$ cat src/design/tpja_pkg.sv
// Shared constants, types and the arctangent table for the joint angle pipeline.
package tpja_pkg;

    localparam int COORD_WIDTH_DEF = 14;
    localparam int ANGLE_WIDTH_DEF = 16;
    localparam int TAG_WIDTH       = 4;

    // the largest normalized magnitude sits in [2^29, 2^30), the others below 2^30
    localparam int NORM_W       = 30;
    localparam int NORM_TOP     = NORM_W - 1;
    localparam int RAD_W        = 2 * NORM_W + 2;
    localparam int ROOT_W       = NORM_W + 1;
    localparam int CORDIC_STEPS = 28;
    localparam int XY_W         = 35;
    localparam int Z_W          = 33;
    localparam int ATAN_W       = 31;

    typedef struct packed {
        logic                 valid;
        logic                 zero;   // cross and dot both zero
        logic                 neg;    // dot product negative
        logic                 coll;   // root is zero
        logic                 perp;   // scaled dot is zero
        logic [TAG_WIDTH-1:0] tag;
    } tpja_side_t;

    // atan(2^-i) in units of pi/2^31
    function automatic logic [ATAN_W-1:0] atan_entry(input int idx);
        logic [ATAN_W-1:0] val;
        unique case (idx)
            0:       val = 31'd536870912;
            1:       val = 31'd316933406;
            2:       val = 31'd167458907;
            3:       val = 31'd85004756;
            4:       val = 31'd42667331;
            5:       val = 31'd21354465;
            6:       val = 31'd10679838;
            7:       val = 31'd5340245;
            8:       val = 31'd2670163;
            9:       val = 31'd1335087;
            10:      val = 31'd667544;
            11:      val = 31'd333772;
            12:      val = 31'd166886;
            13:      val = 31'd83443;
            14:      val = 31'd41722;
            15:      val = 31'd20861;
            16:      val = 31'd10430;
            17:      val = 31'd5215;
            18:      val = 31'd2608;
            19:      val = 31'd1304;
            20:      val = 31'd652;
            21:      val = 31'd326;
            22:      val = 31'd163;
            23:      val = 31'd81;
            24:      val = 31'd41;
            25:      val = 31'd20;
            26:      val = 31'd10;
            27:      val = 31'd5;
            default: val = '0;
        endcase
        return val;
    endfunction

endpackage

$ cat src/design/tpja_sqrt_cell.sv
// One cell of the square-root chain: decides one bit of the root.
module tpja_sqrt_cell #(
    parameter int BIT = 0
) (
    input  logic                          clk,
    input  logic                          rst_n,
    input  logic                          en,
    input  tpja_pkg::tpja_side_t          side_in,
    input  logic [tpja_pkg::RAD_W-1:0]    rem_in,
    input  logic [tpja_pkg::ROOT_W-1:0]   root_in,
    input  logic [tpja_pkg::NORM_W-1:0]   d_in,
    output tpja_pkg::tpja_side_t          side_out,
    output logic [tpja_pkg::RAD_W-1:0]    rem_out,
    output logic [tpja_pkg::ROOT_W-1:0]   root_out,
    output logic [tpja_pkg::NORM_W-1:0]   d_out
);
    import tpja_pkg::*;

    localparam int TW = RAD_W + 2;

    logic [TW-1:0]     trial;
    logic              fit;
    tpja_side_t        side_reg;
    logic [RAD_W-1:0]  rem_reg;
    logic [ROOT_W-1:0] root_reg;
    logic [NORM_W-1:0] d_reg;

    // (q + 2^i)^2 - q^2 = q*2^(i+1) + 2^(2i)
    assign trial = (TW'(root_in) << (BIT + 1)) + (TW'(1) << (2 * BIT));
    assign fit   = TW'(rem_in) >= trial;

    always_ff @(posedge clk or negedge rst_n)
    begin
        if (!rst_n)
        begin
            side_reg <= '0;
        end
        else if (en)
        begin
            side_reg <= side_in;
        end
    end

    always_ff @(posedge clk)
    begin
        if (en)
        begin
            rem_reg  <= fit ? rem_in - RAD_W'(trial) : rem_in;
            root_reg <= fit ? (root_in | (ROOT_W'(1) << BIT)) : root_in;
            d_reg    <= d_in;
        end
    end

    assign side_out = side_reg;
    assign rem_out  = rem_reg;
    assign root_out = root_reg;
    assign d_out    = d_reg;

endmodule

$ cat config.mk
export PLATFORM = sky130hd
export DESIGN_NAME = tpja_sqrt_cell
export DESIGN_NICKNAME = d
export VERILOG_FILES = /design/src/design/tpja_pkg.sv /design/src/design/tpja_sqrt_cell.sv
export SDC_FILE = /design/constraint.sdc
export NUM_CORES = 1
export LEC_CHECK = 0
export BUFFER_PORTS_ARGS = -buffer_cell sky130_fd_sc_hd__buf_2
export CAP_MARGIN = 30
export CELL_PAD_IN_SITES_DETAIL_PLACEMENT = 2
export CELL_PAD_IN_SITES_GLOBAL_PLACEMENT = 2
export CORE_MARGIN = 2
export CORE_UTILIZATION = 33
export CTS_BUF_LIST = sky130_fd_sc_hd__clkbuf_16
export DETAILED_ROUTE_END_ITERATION = 12
export PLACE_DENSITY_LB_ADDON = 0.1
export SETUP_SLACK_MARGIN = 0.4
export SKIP_LAST_GASP = 1
export SLEW_MARGIN = 20
export SYNTH_ARGS = -nofsm -noshare
export SYNTH_HDL_FRONTEND = slang
export SYNTH_SLANG_ARGS = --single-unit
$ cat constraint.sdc
create_clock -name clk -period 1.8 [get_ports clk]
set_clock_uncertainty 0.2 [all_clocks]
set_input_delay 0.18 -clock clk [delete_from_list [all_inputs] [get_ports clk]]
set_output_delay 0.18 -clock clk [all_outputs]
set_load 0.02 [all_outputs]
==> flow_metrics.tcl, run 1 <==
set metrics [dict create \
    status "aborted with a tool error" \
    haltStage "clock tree synthesis (4_1_cts)" \
    stop_error "[ERROR DPL-0033] detailed placement checks failed during check placement." \
    yosys_most_used_dff "edfxtp_1" \
    synth_xor_area_frac 0.0715 \
    cts_setup_buffers 18 \
    ios 267 \
    synth.avg_cell_area_um2 11.3 \
    clockBufferDepth 2 \
    start_util 0.337 \
    hold_buffers 130 \
    synth-seq-cells 132 \
    ctsResizeCount 143 \
    place_hpwl_um 23100 \
    cts_made_buffers 17 \
    synth_edf_count 123 \
    h-tree-depth 4 \
    yosysTopAreaCell "edfxtp_1" \
    synth-simple-area-share 0.138 \
    portBuffers 266 \
    synthAdderAreaFrac 0.0592 \
    die_w_um 151 \
    synth_nets 798 \
    async_flop_share 0.0682 \
    cts_root_buf "clkbuf_16" \
    synth_top_area_share 0.520 \
    synth_compound_area_frac 0.125 \
    clock_sinks 132 \
    synth_cell_type_count 58 \
    gp_congestion 0.855 \
    synth-warning-count 0 \
    seq_area_frac_synth 0.552 \
    die_h_um 151 \
    netlist_area_um2 7100 \
    syn_inst 630 \
    synth_top_family_by_area "simple AND/OR/NAND/NOR gates" \
    yosys-top-cells-area "edfxtp_1 52%, ha_1 5.6%, xnor2_1 3.7%" \
    yosys-mux-area-fraction 0.0190 \
    rows 53 \
]
Yosys cell counts, drive strengths merged, types with 8 or more instances:
cell    instances
buf             8
nor2           29
nand3          18
inv            40
nand2b          9
dfrtp           9
clkbuf         16
nor4           11
a21o           20
edfxtp        123
xnor2          30
xor2           28
nand4          12
nand2          61
a21oi          29
o21ai          51
nor3           17
mux2           12
ha             32
per-stage QoR:
stage	cells	instance area (µm²)	setup slack (ps)
after detailed placement	1329	10300	-1780
after global placement	1329	10300	-1540
after floorplan	630	7330	-1340
cell families after synthesis:
logic type,Yosys count
AOI/OAI and AO/OA,142
xor gates and xnor gates,58
adders and majority gates,33
buffers and inverters,64
DFF,132
muxes,12
and+or+nand+nor,189
==> run 2: changes to the inputs <==
--- a/config.mk
+++ b/config.mk
@@ -7,14 +7,10 @@
 export LEC_CHECK = 0
 export BUFFER_PORTS_ARGS = -buffer_cell sky130_fd_sc_hd__buf_2
 export CAP_MARGIN = 30
-export CELL_PAD_IN_SITES_DETAIL_PLACEMENT = 2
-export CELL_PAD_IN_SITES_GLOBAL_PLACEMENT = 2
 export CORE_MARGIN = 2
-export CORE_UTILIZATION = 33
-export CTS_BUF_LIST = sky130_fd_sc_hd__clkbuf_16
+export CORE_UTILIZATION = 37
 export DETAILED_ROUTE_END_ITERATION = 12
-export PLACE_DENSITY_LB_ADDON = 0.1
-export SETUP_SLACK_MARGIN = 0.4
+export PLACE_DENSITY_LB_ADDON = 0.15
 export SKIP_LAST_GASP = 1
 export SLEW_MARGIN = 20
 export SYNTH_ARGS = -nofsm -noshare
==> flow_metrics.tcl, run 2 <==
set metrics [dict create \
    status "finished with violations" \
    failed_checks "negative setup slack" \
    largest_register_ffs 62 \
    start_util 0.378 \
    clock_sinks 132 \
    drive_gt1_frac 0.494 \
    grt_util_all_layers 0.223 \
    synth-seq-cells 132 \
    worstRegToRegCells 1 \
    grt_pass1_wl_um 35600 \
    seq_area_frac_synth 0.552 \
    synth_cell_type_count 58 \
    tightestPinTransition_ps 796 \
    endpoint "rem_out[52]" \
    power_mw 10.1 \
    syn_inst 630 \
    yosysMostFrequentCell "edfxtp_1" \
    yosys-top-cells-area "edfxtp_1 52%, ha_1 5.6%, xnor2_1 3.7%" \
    cellLeakagePower_nw 5.66 \
    final_common_cell "buf_2" \
    grt_start_max_net_pins 50 \
    drt-total-wl_um 23000 \
    synth.avg_cell_area_um2 11.3 \
    die_h_um 143 \
    final_cells 1457 \
    vias_per_cell 4.83 \
    setup_violations 63 \
    required_ps 1770 \
    worstPathArrival_ps 2800 \
    place_hpwl_um 16100 \
    max_freq_ghz 0.354 \
    critical_path_class "in2reg" \
    critPathMaxFanout 9 \
    dr.pass1.iters 5 \
    yosysTopAreaCell "edfxtp_1" \
    path_clk_slew_ps 70 \
    cts_made_buffers 17 \
    p_per_area_nw_per_um2 787 \
    rr_startpoint "side_out[7]" \
    timing.rr.end "side_out[7]" \
    start_kind "input pin" \
    synth_top_area_share 0.520 \
    synth-warning-count 0 \
    cts_tree "done" \
    postRouteAntennaNets 0 \
    synth_top_cells_by_count "123 x edfxtp_1, 61 x nand2_1, 50 x o21ai_0, 40 x inv_1, 32 x ha_1" \
    yosys_most_used_dff "edfxtp_1" \
    overflow 0 \
    drcViolationCount 0 \
    endpoint_kind "flop" \
    maxSlewViolCount 0 \
    r2r_setup_slack_ps 810 \
    core-area_um2 18800 \
    dp_cells 1280 \
    synth_edf_count 123 \
    final_cell_mix "261 x buf_2, 167 x buf_4, 125 x dlygate4sd3_1" \
    grt_pass1_vias 7168 \
    fin_ws_ps -1030 \
    period_needed_ps 2830 \
    vias 7043 \
    irDropWorstVdd_v 0.000639 \
    clkLatencyLatePin_ps 410 \
    finalHoldViolCount 0 \
    gp_congestion 0.861 \
    grt_antenna_before_repair 1 \
    finalCritPeriodShare 1.57 \
    clockBufferDepth 2 \
    slew_headroom 0.466 \
    portBuffers 266 \
    dieArea_um2 20300 \
    maxCapViolations 0 \
    cts_root_buf "clkbuf_16" \
    wl_per_cell_um 15.8 \
    die_w_um 143 \
    netlist_area_um2 7100 \
    h-tree-depth 4 \
    ios 267 \
    async_flop_share 0.0682 \
    rows 50 \
    fillCellCount 1462 \
    startpoint "rem_in[47]" \
    rsz0062_at_grt "true" \
    synth_nets 798 \
    hp-class "in2reg" \
    synthToLayoutAreaGrowth_pct 79.9 \
    drt_first_iter_violations 352 \
    fin_nets 1377 \
]
[run 2: metal layers]
metal / vias to the layer above / part of all wire / GRT usage
li1: 3478 / - / -
met3: 17 / 0.061 / 0.0508
met5: - / 0 / 0
met2: 231 / 0.49 / 0.384
met4: 0 / 0.010 / 0.0599
met1: 3317 / 0.44 / 0.281
[run 2: cells by family (layout without fill, tap and decap cells)]
group | Yosys count | in the layout | synth area share
and+or+nand+nor | 189 | 189 | 0.138
AOI/OAI and AO/OA | 142 | 142 | 0.125
DFF | 132 | 132 | 0.552
buffers and inverters | 64 | 656 | 0.0356
xor gates and xnor gates | 58 | 58 | 0.0715
adders and majority gates | 33 | 33 | 0.0592
muxes | 12 | 12 | 0.0190
other | 0 | 1 | 0
[run 2: area by class of cell]
cell class / count / area [µm²] / area share
Timing Repair Buffer: 584 / 4320 / 0.338
Sequential cell: 132 / 3920 / 0.307
Multi-Input combinational cell: 434 / 3500 / 0.274
Clock buffer: 19 / 475 / 0.0372
Tap cell: 234 / 293 / 0.0229
Inverter: 40 / 150 / 0.0118
Clock inverter: 13 / 124 / 0.00969
Antenna cell: 1 / 2.50 / 0.000196
[run 2: critical path, stage by stage]
cell      delay [ps]
buf_6             90
or4_4            530
nand3b_1         250
or4_4            570
nor4_4           160
or3_4            180
nand2_2           50
or3_4            380
buf_12           160
nor4_4           140
xor2_1            90
[run 2: report_power, final]
part           switching (mW)  total [mW]  internal, mW
clock                    1.52        3.52          2.00
combinational            1.42        2.73          1.31
sequential             0.0829        3.81          3.73
[run 2: how the worst min path moves through the flow]
stage / from / to / slack, ps / cells past startpoint
4_1_cts: rem_in[40] / rem_out[40] / 7 / 3
3_5_place_dp: rst_n / side_out[3] / -170 / 1
6_report: rem_in[45] / rem_out[45] / 30 / 3
2_1_floorplan: rst_n / side_out[0] / -320 / 0
5_1_grt: rem_in[40] / rem_out[40] / 50 / 3
3_3_place_gp: rst_n / side_out[2] / -170 / 1
[run 2: stage by stage]
| step | setup WS (ps) | hold WS, ps | cell area (µm²) | TNS (ps) | util |
|---|---|---|---|---|---|
| after global routing | -1130 | 48.9 | 12800 | -61910 | 0.681 |
| after CTS | -1070 | 7.48 | 12500 | -57400 | 0.664 |
| final | -1030 | 27.9 | 12800 | -57000 | 0.681 |
| after detailed placement | -1580 | -167 | 10200 | -90300 | 0.544 |
| after global placement | -1530 | -167 | 10200 | -87730 | 0.544 |
| after floorplan | -1340 | -316 | 7330 | -70090 | - |
[run 2: timing repair]
action                                  in CTS  in global routing
hold buffers                               125                  0
pin swaps                                   14                 45
hold endpoints to repair                   149                  0
buffers inserted                             9                  7
endpoints found under the setup margin      63                 63
cloned                                       5                  4
resized for setup                           61                 77
(Power assumes the default switching activity.)
