File: config.mk
export PLATFORM = sky130hd
export DESIGN_NAME = tpja_cordic_cell
export DESIGN_NICKNAME = d
export VERILOG_FILES = /design/src/design/tpja_pkg.sv /design/src/design/tpja_cordic_cell.sv
export SDC_FILE = /design/constraint.sdc
export NUM_CORES = 1
export LEC_CHECK = 0
export BUFFER_PORTS_ARGS = -buffer_cell sky130_fd_sc_hd__buf_2
export CELL_PAD_IN_SITES_DETAIL_PLACEMENT = 1
export CELL_PAD_IN_SITES_GLOBAL_PLACEMENT = 1
export CORE_ASPECT_RATIO = 1.75
export CORE_MARGIN = 3
export CORE_UTILIZATION = 25
export CTS_BUF_LIST = sky130_fd_sc_hd__clkbuf_4
export CTS_CLUSTER_SIZE = 20
export DETAILED_ROUTE_END_ITERATION = 8
export GPL_ROUTABILITY_DRIVEN = 0
export PLACE_DENSITY_LB_ADDON = 0.1
export SETUP_SLACK_MARGIN = 0.3
export SYNTH_ARGS = -nofsm -noshare
export SYNTH_HDL_FRONTEND = slang
export SYNTH_SLANG_ARGS = --single-unit
File: constraint.sdc
create_clock -name clk -period 0.8 [get_ports clk]
set_input_delay 0.04 -clock clk [delete_from_list [all_inputs] [get_ports clk]]
set_output_delay 0.04 -clock clk [all_outputs]
set_load 0.02 [all_outputs]
File: src/design/tpja_pkg.sv
// Shared constants, types and the arctangent table for the joint angle pipeline.
package tpja_pkg;

    localparam int COORD_WIDTH_DEF = 14;
    localparam int ANGLE_WIDTH_DEF = 16;
    localparam int TAG_WIDTH       = 4;

    // the largest normalized magnitude sits in [2^29, 2^30), the others below 2^30
    localparam int NORM_W       = 30;
    localparam int NORM_TOP     = NORM_W - 1;
    localparam int RAD_W        = 2 * NORM_W + 2;
    localparam int ROOT_W       = NORM_W + 1;
    localparam int CORDIC_STEPS = 28;
    localparam int XY_W         = 35;
    localparam int Z_W          = 33;
    localparam int ATAN_W       = 31;

    typedef struct packed {
        logic                 valid;
        logic                 zero;   // cross and dot both zero
        logic                 neg;    // dot product negative
        logic                 coll;   // root is zero
        logic                 perp;   // scaled dot is zero
        logic [TAG_WIDTH-1:0] tag;
    } tpja_side_t;

    // atan(2^-i) in units of pi/2^31
    function automatic logic [ATAN_W-1:0] atan_entry(input int idx);
        logic [ATAN_W-1:0] val;
        unique case (idx)
            0:       val = 31'd536870912;
            1:       val = 31'd316933406;
            2:       val = 31'd167458907;
            3:       val = 31'd85004756;
            4:       val = 31'd42667331;
            5:       val = 31'd21354465;
            6:       val = 31'd10679838;
            7:       val = 31'd5340245;
            8:       val = 31'd2670163;
            9:       val = 31'd1335087;
            10:      val = 31'd667544;
            11:      val = 31'd333772;
            12:      val = 31'd166886;
            13:      val = 31'd83443;
            14:      val = 31'd41722;
            15:      val = 31'd20861;
            16:      val = 31'd10430;
            17:      val = 31'd5215;
            18:      val = 31'd2608;
            19:      val = 31'd1304;
            20:      val = 31'd652;
            21:      val = 31'd326;
            22:      val = 31'd163;
            23:      val = 31'd81;
            24:      val = 31'd41;
            25:      val = 31'd20;
            26:      val = 31'd10;
            27:      val = 31'd5;
            default: val = '0;
        endcase
        return val;
    endfunction

endpackage

File: src/design/tpja_cordic_cell.sv
// One vectoring step of the arctangent chain.
module tpja_cordic_cell #(
    parameter int STEP = 0
) (
    input  logic                              clk,
    input  logic                              rst_n,
    input  logic                              en,
    input  tpja_pkg::tpja_side_t              side_in,
    input  logic signed [tpja_pkg::XY_W-1:0]  x_in,
    input  logic signed [tpja_pkg::XY_W-1:0]  y_in,
    input  logic signed [tpja_pkg::Z_W-1:0]   z_in,
    output tpja_pkg::tpja_side_t              side_out,
    output logic signed [tpja_pkg::XY_W-1:0]  x_out,
    output logic signed [tpja_pkg::XY_W-1:0]  y_out,
    output logic signed [tpja_pkg::Z_W-1:0]   z_out
);
    import tpja_pkg::*;

    logic signed [XY_W-1:0] xs;
    logic signed [XY_W-1:0] ys;
    logic signed [Z_W-1:0]  za;
    tpja_side_t             side_reg;
    logic signed [XY_W-1:0] x_reg;
    logic signed [XY_W-1:0] y_reg;
    logic signed [Z_W-1:0]  z_reg;

    assign xs = x_in >>> STEP;
    assign ys = y_in >>> STEP;
    assign za = Z_W'(atan_entry(STEP));

    always_ff @(posedge clk or negedge rst_n)
    begin
        if (!rst_n)
        begin
            side_reg <= '0;
        end
        else if (en)
        begin
            side_reg <= side_in;
        end
    end

    always_ff @(posedge clk)
    begin
        if (en)
        begin
            if (y_in > 0)
            begin
                x_reg <= x_in + ys;
                y_reg <= y_in - xs;
                z_reg <= z_in + za;
            end
            else
            begin
                x_reg <= x_in - ys;
                y_reg <= y_in + xs;
                z_reg <= z_in - za;
            end
        end
    end

    assign side_out = side_reg;
    assign x_out    = x_reg;
    assign y_out    = y_reg;
    assign z_out    = z_reg;

endmodule

Word level (Yosys, flattened, before mapping)
Index checks and enable logic that the tools add are counted.
{"block": "totals", "output_inout_bits": 112, "register_bits": 112}
{"block": "op_classes", "magnitude_cmp": 1, "addsub": 5, "n_mux": 3}
{"operator": "$mux 35", "n": 2}
{"operator": "$sub 35x35->35", "n": 2}
{"operator": "$add 35x35->35", "n": 1}
{"operator": "$gt 35x1->1 const B", "n": 1}
{"operator": "$add 33x31->33 const B", "n": 1}
{"operator": "$mux 33", "n": 1}
{"operator": "$sub 33x31->33 const B", "n": 1}

Depth between registers and ports, before layout
{"block": "logic_depth", "depth_word": 2, "mapped_depth": 13}

Least setup slack after synthesis
No wires, ideal clock.
{"block": "synth_path", "path_type": "input port to flip-flop", "from": "input port x_in[2] (netlist name)", "to": "register x_reg[33], in the netlist x_out[33] (data pin)", "setup_slack_ns": -1.830, "t_required_ns": 0.536, "n_path_buf": 1, "t_arrival_ns": 2.366, "path_stages": 12, "setup_ns": 0.264, "cell_sequence": "inv_1 > ha_1 > buf_6 > nor2_4 > a221oi_2 > o31a_1 > or4b_4 > a21oi_2 > o211ai_2 > a21o_1 > a2111oi_2 > nor3_1"}
{"block": "synth_between", "elab_chain_cells": 2, "elab_cells_between_ends": 3}
{"item": "from (decl)", "line_no": "tpja_cordic_cell.sv:9", "source": "input logic signed [tpja_pkg::XY_W-1:0] x_in,"}
{"item": "$sub 35x35->35 or $add 35x35->35 (tied branches)", "line_no": "tpja_cordic_cell.sv:55, tpja_cordic_cell.sv:49"}
{"item": "$mux 35 (*)", "line_no": "tpja_cordic_cell.sv:47", "source": "if (y_in > 0)"}
{"item": "to (signal assigned)", "line_no": "tpja_cordic_cell.sv:49", "source": "x_reg <= x_in + ys;"}
{"item": "to (signal assigned)", "line_no": "tpja_cordic_cell.sv:55", "source": "x_reg <= x_in - ys;"}
{"item": "to (decl)", "line_no": "tpja_cordic_cell.sv:23", "source": "logic signed [XY_W-1:0] x_reg;"}
Every way passes the cells marked *; elsewhere a longest branch is shown, timed or not.
A chain may end at the register's enable or synchronous reset.

Worst setup path in the final report
{"block": "layout_path", "from": "input port x_in[1] (netlist name)", "to": "register x_reg[29], in the netlist x_out[29] (data pin)"}
The elaborated chain is that of the path after synthesis.

==> summary.txt <==
Yosys
  • Top post-synthesis cells by area: edfxtp_1, ha_1, a21oi_1
  • Async SR Flop Fraction: 0.0811
  • Syn_area_per_cell: ~8.8 um2
  • Cells after Synth: roughly 1.1k
  • Post-Syn Nets: approximately 1.4k
  • Post-synth cell types: just over 80
  • Commonest cells post-synth: a21oi_1, inv_1, ha_1
  • Most frequent cell after synthesis: a21oi_1
  • Top_reg_cell synth: edfxtp_1
  • FF+latch count, synth: around 110
  • Seq/Total Area, Yosys: 0.328
  • Number of enable flip-flop cells after synthesis: 102
  • Warnings from Yosys: 0
  • Synth top area share: 0.306
  • Cell taking the most area after synthesis: edfxtp_1
  • Mapped Area: approximately 0.010 mm2

Status
  • Status: finished with violations
  • Failing checks: negative hold slack, negative setup slack

Detailed routing
  • Drt pass-1 iters: 5
  • Drt first-iter violations: roughly 410
  • DRC: 0
  • ANT nets after route: 0
  • Via count: around 12k
  • WL/cell: 21.6 um
  • Via density: between 4 and 5
  • Post-Route WL: around 51 mm

Timing
  • Pins Over Slew Limit: 0
  • Worst-Margin Slew: between 0.6 and 0.7 ns
  • Crit share post-route: 2.84
  • Max Clock Skew: 0 ns
  • Hold Fails Final Rpt: 87
  • Max Freq: around 440 MHz
  • Min cycle time layout: roughly 2.3 ns
  • RSZ-0062 raised after global routing: yes
  • Min Hold Slack: -0.187 ns
  • Slew headroom: 0.588
  • Setup TNS: -126.03 ns
  • Setup ws final: -1.47 ns
  • Setup-failing EPs final: 184

CTS
  • Clk buf depth: 2
  • CTS Hold Bufs: 40
  • CTS tree: yes
  • Clk sink count: between 100 and 150
  • Clock root buffer master: clkbuf_4
  • CTS clk-pin slew, worst paths: 0.22 ns
  • Worst-Skew Late Latency: ~0.58 ns
  • CTS Buf Count: 9
  • H-tree levels: 3

Critical path
  • Crit path depth: 13
  • CP arrival: between 2 and 3 ns
  • CP Cell Sequence: buf_8 > clkinvlp_4 > ha_4 > nor2_4 > a221oi_4 > o31a_1 > or4b_4 > a21oi_4 > o211ai_1 > a21oi_2 > buf_4 > o21a_1 > a311oi_1
  • Reg2reg end: side_out[5]
  • CP top delay family: compound AO/OA/AOI/OAI gates
  • Slowest stage cell, crit path: or4b_4
  • Critical R2R Launch: side_out[5]
  • CP bufs+invs: 3
  • Flop-to-flop setup slack: 0 ns
  • Worst setup SP type: primary input
  • CP max stage delay: approximately 0.58 ns
  • Critical path endpoint: x_out[29]
  • CP Class: primary input to flip-flop
  • Crit end category: flip-flop
  • Critical-path maximum fanout: 3
  • CP required: between 1 and 1.5 ns
  • CP startpoint: x_in[1]
  • R2R depth: 1

Place
  • Placed cell count: 2240
  • Detail Placement HPWL: around 40 mm
  • IO buf count: 226

Floorplanning
  • Initial Util: 0.254
  • Die X: approximately 160 um
  • Die Y-Extent: approximately 270 um
  • CORE AREA: between 0.03 and 0.04 mm2
  • Die area: ~0.043 mm2
  • I/O pin count: approximately 230
  • FP Rows: 96

Global route
  • Gr usage total: 0.236
  • Largest net degree at the start of global routing: 36
  • Vias in the first global route: 13.2k
  • Total congestion overflow: 0
  • First-pass GRT wire length: 76.3 mm
  • Initial antenna violation count: 2

Job
  • Number of max-cap violations: 0

Pwr
  • Pwr Density: roughly 1300 mW/mm2
  • Pwr Total: 25.4 mW
  • Peak supply drop: 0.000748 V
  • Lkg Pwr: roughly 8.5 nW

Finish
  • Area growth syn-to-layout: 89.8%
  • Fraction of layout cells with a size suffix above 1: 0.556
  • Final non-filler cell total: between 2k and 2.5k
  • Filler cells: 4440
  • NumNets Final: about 2.1k

Min path
  • Hold Path Class: primary input to asynchronous set/reset pin
==> routing by layer <==
| metal | vias up | GRT usage | routed length (um) |
|---|---|---|---|
| met3 | 117 | 0.0219 | 1260 |
| met2 | 279 | 0.474 | 29600 |
| met5 | - | 0 | 0 |
| met4 | 0 | 0.128 | 3200 |
| met1 | 5686 | 0.228 | 17300 |
| li1 | 5589 | - | - |
==> power by group <==
part	leakage (nW)	internal, mW	switching [mW]
clock	0.0766	0.727	2.47
combinational	7.31	7.13	7.36
sequential	1.09	7.40	0.352
==> what timing repair did <==
| action | 4_1_cts | 5_1_grt |
|---|---|---|
| pin swaps | 124 | 87 |
| endpoints found under the hold margin | 157 | 84 |
| cloned | 9 | 1 |
| endpoints found under the setup margin | 192 | 192 |
| buffers inserted | 37 | 29 |
| resized for setup | 357 | 187 |
==> sequential cells by signal, indices dropped and copies added, names as in the netlist <==
register,cells
side_out,9
z_out,33
y_out,34
x_out,35
==> through the flow <==
| step | utilization | cell area, um2 | setup WS, ns |
|---|---|---|---|
| after floorplan | - | 10600 | -1.69 |
| after global placement | 0.391 | 15400 | -2.26 |
| after detailed placement | 0.391 | 15400 | -2.33 |
| after CTS | 0.456 | 18000 | -1.44 |
| after global routing | 0.482 | 19000 | -1.53 |
| final | 0.482 | 19000 | -1.47 |
==> how the worst min path moves through the flow <==
stage | to | startpoint | slack (ns) | cells after the start
after floorplan | side_out[0] | rst_n | -0.26 | 0
after global placement | side_out[8] | rst_n | -0.10 | 1
after detailed placement | side_out[8] | rst_n | -0.1 | 1
after CTS | side_out[2] | rst_n | -0.24 | 2
after global routing | side_out[1] | rst_n | -0.18 | 2
final | side_out[2] | rst_n | -0.19 | 2
==> layout make-up <==
type | instances | area [um2] | area share
diodes | 3 | 7.51 | 0.000395
multi-input cells | 851 | 7730 | 0.407
inverters | 122 | 508 | 0.0267
well taps | 490 | 613 | 0.0323
clock buffers | 9 | 67.6 | 0.00356
clock inverters | 7 | 76.3 | 0.00402
flip-flops and latches | 111 | 3300 | 0.174
repair buffers | 782 | 6710 | 0.353
==> placed cells by master (no fill, tap or decap), drive strengths merged, types with 14 or more instances in the layout <==
cell / count
buf: 740
a21oi: 146
inv: 122
ha: 104
edfxtp: 102
nor2: 87
o21ai: 70
xnor2: 58
nand2: 50
dlygate4sd3: 40
o21bai: 24
a21o: 24
nor3: 20
nand3: 18
nand4: 17
o211ai: 16
nor2b: 16
a31oi: 16
mux2i: 14
nor4: 14
==> cells by family after synthesis <==
family / after synthesis / share of synthesized area
XOR/XNOR: 65 / 0.0569
adder cells (fa/ha/maj): 108 / 0.138
flip-flops: 111 / 0.328
AND/OR/NAND/NOR: 270 / 0.135
multiplexers: 23 / 0.0241
AO/OA/AOI/OAI: 385 / 0.250
buffers and inverters: 176 / 0.0680
No activity file was read; power rests on OpenSTA's default activity.
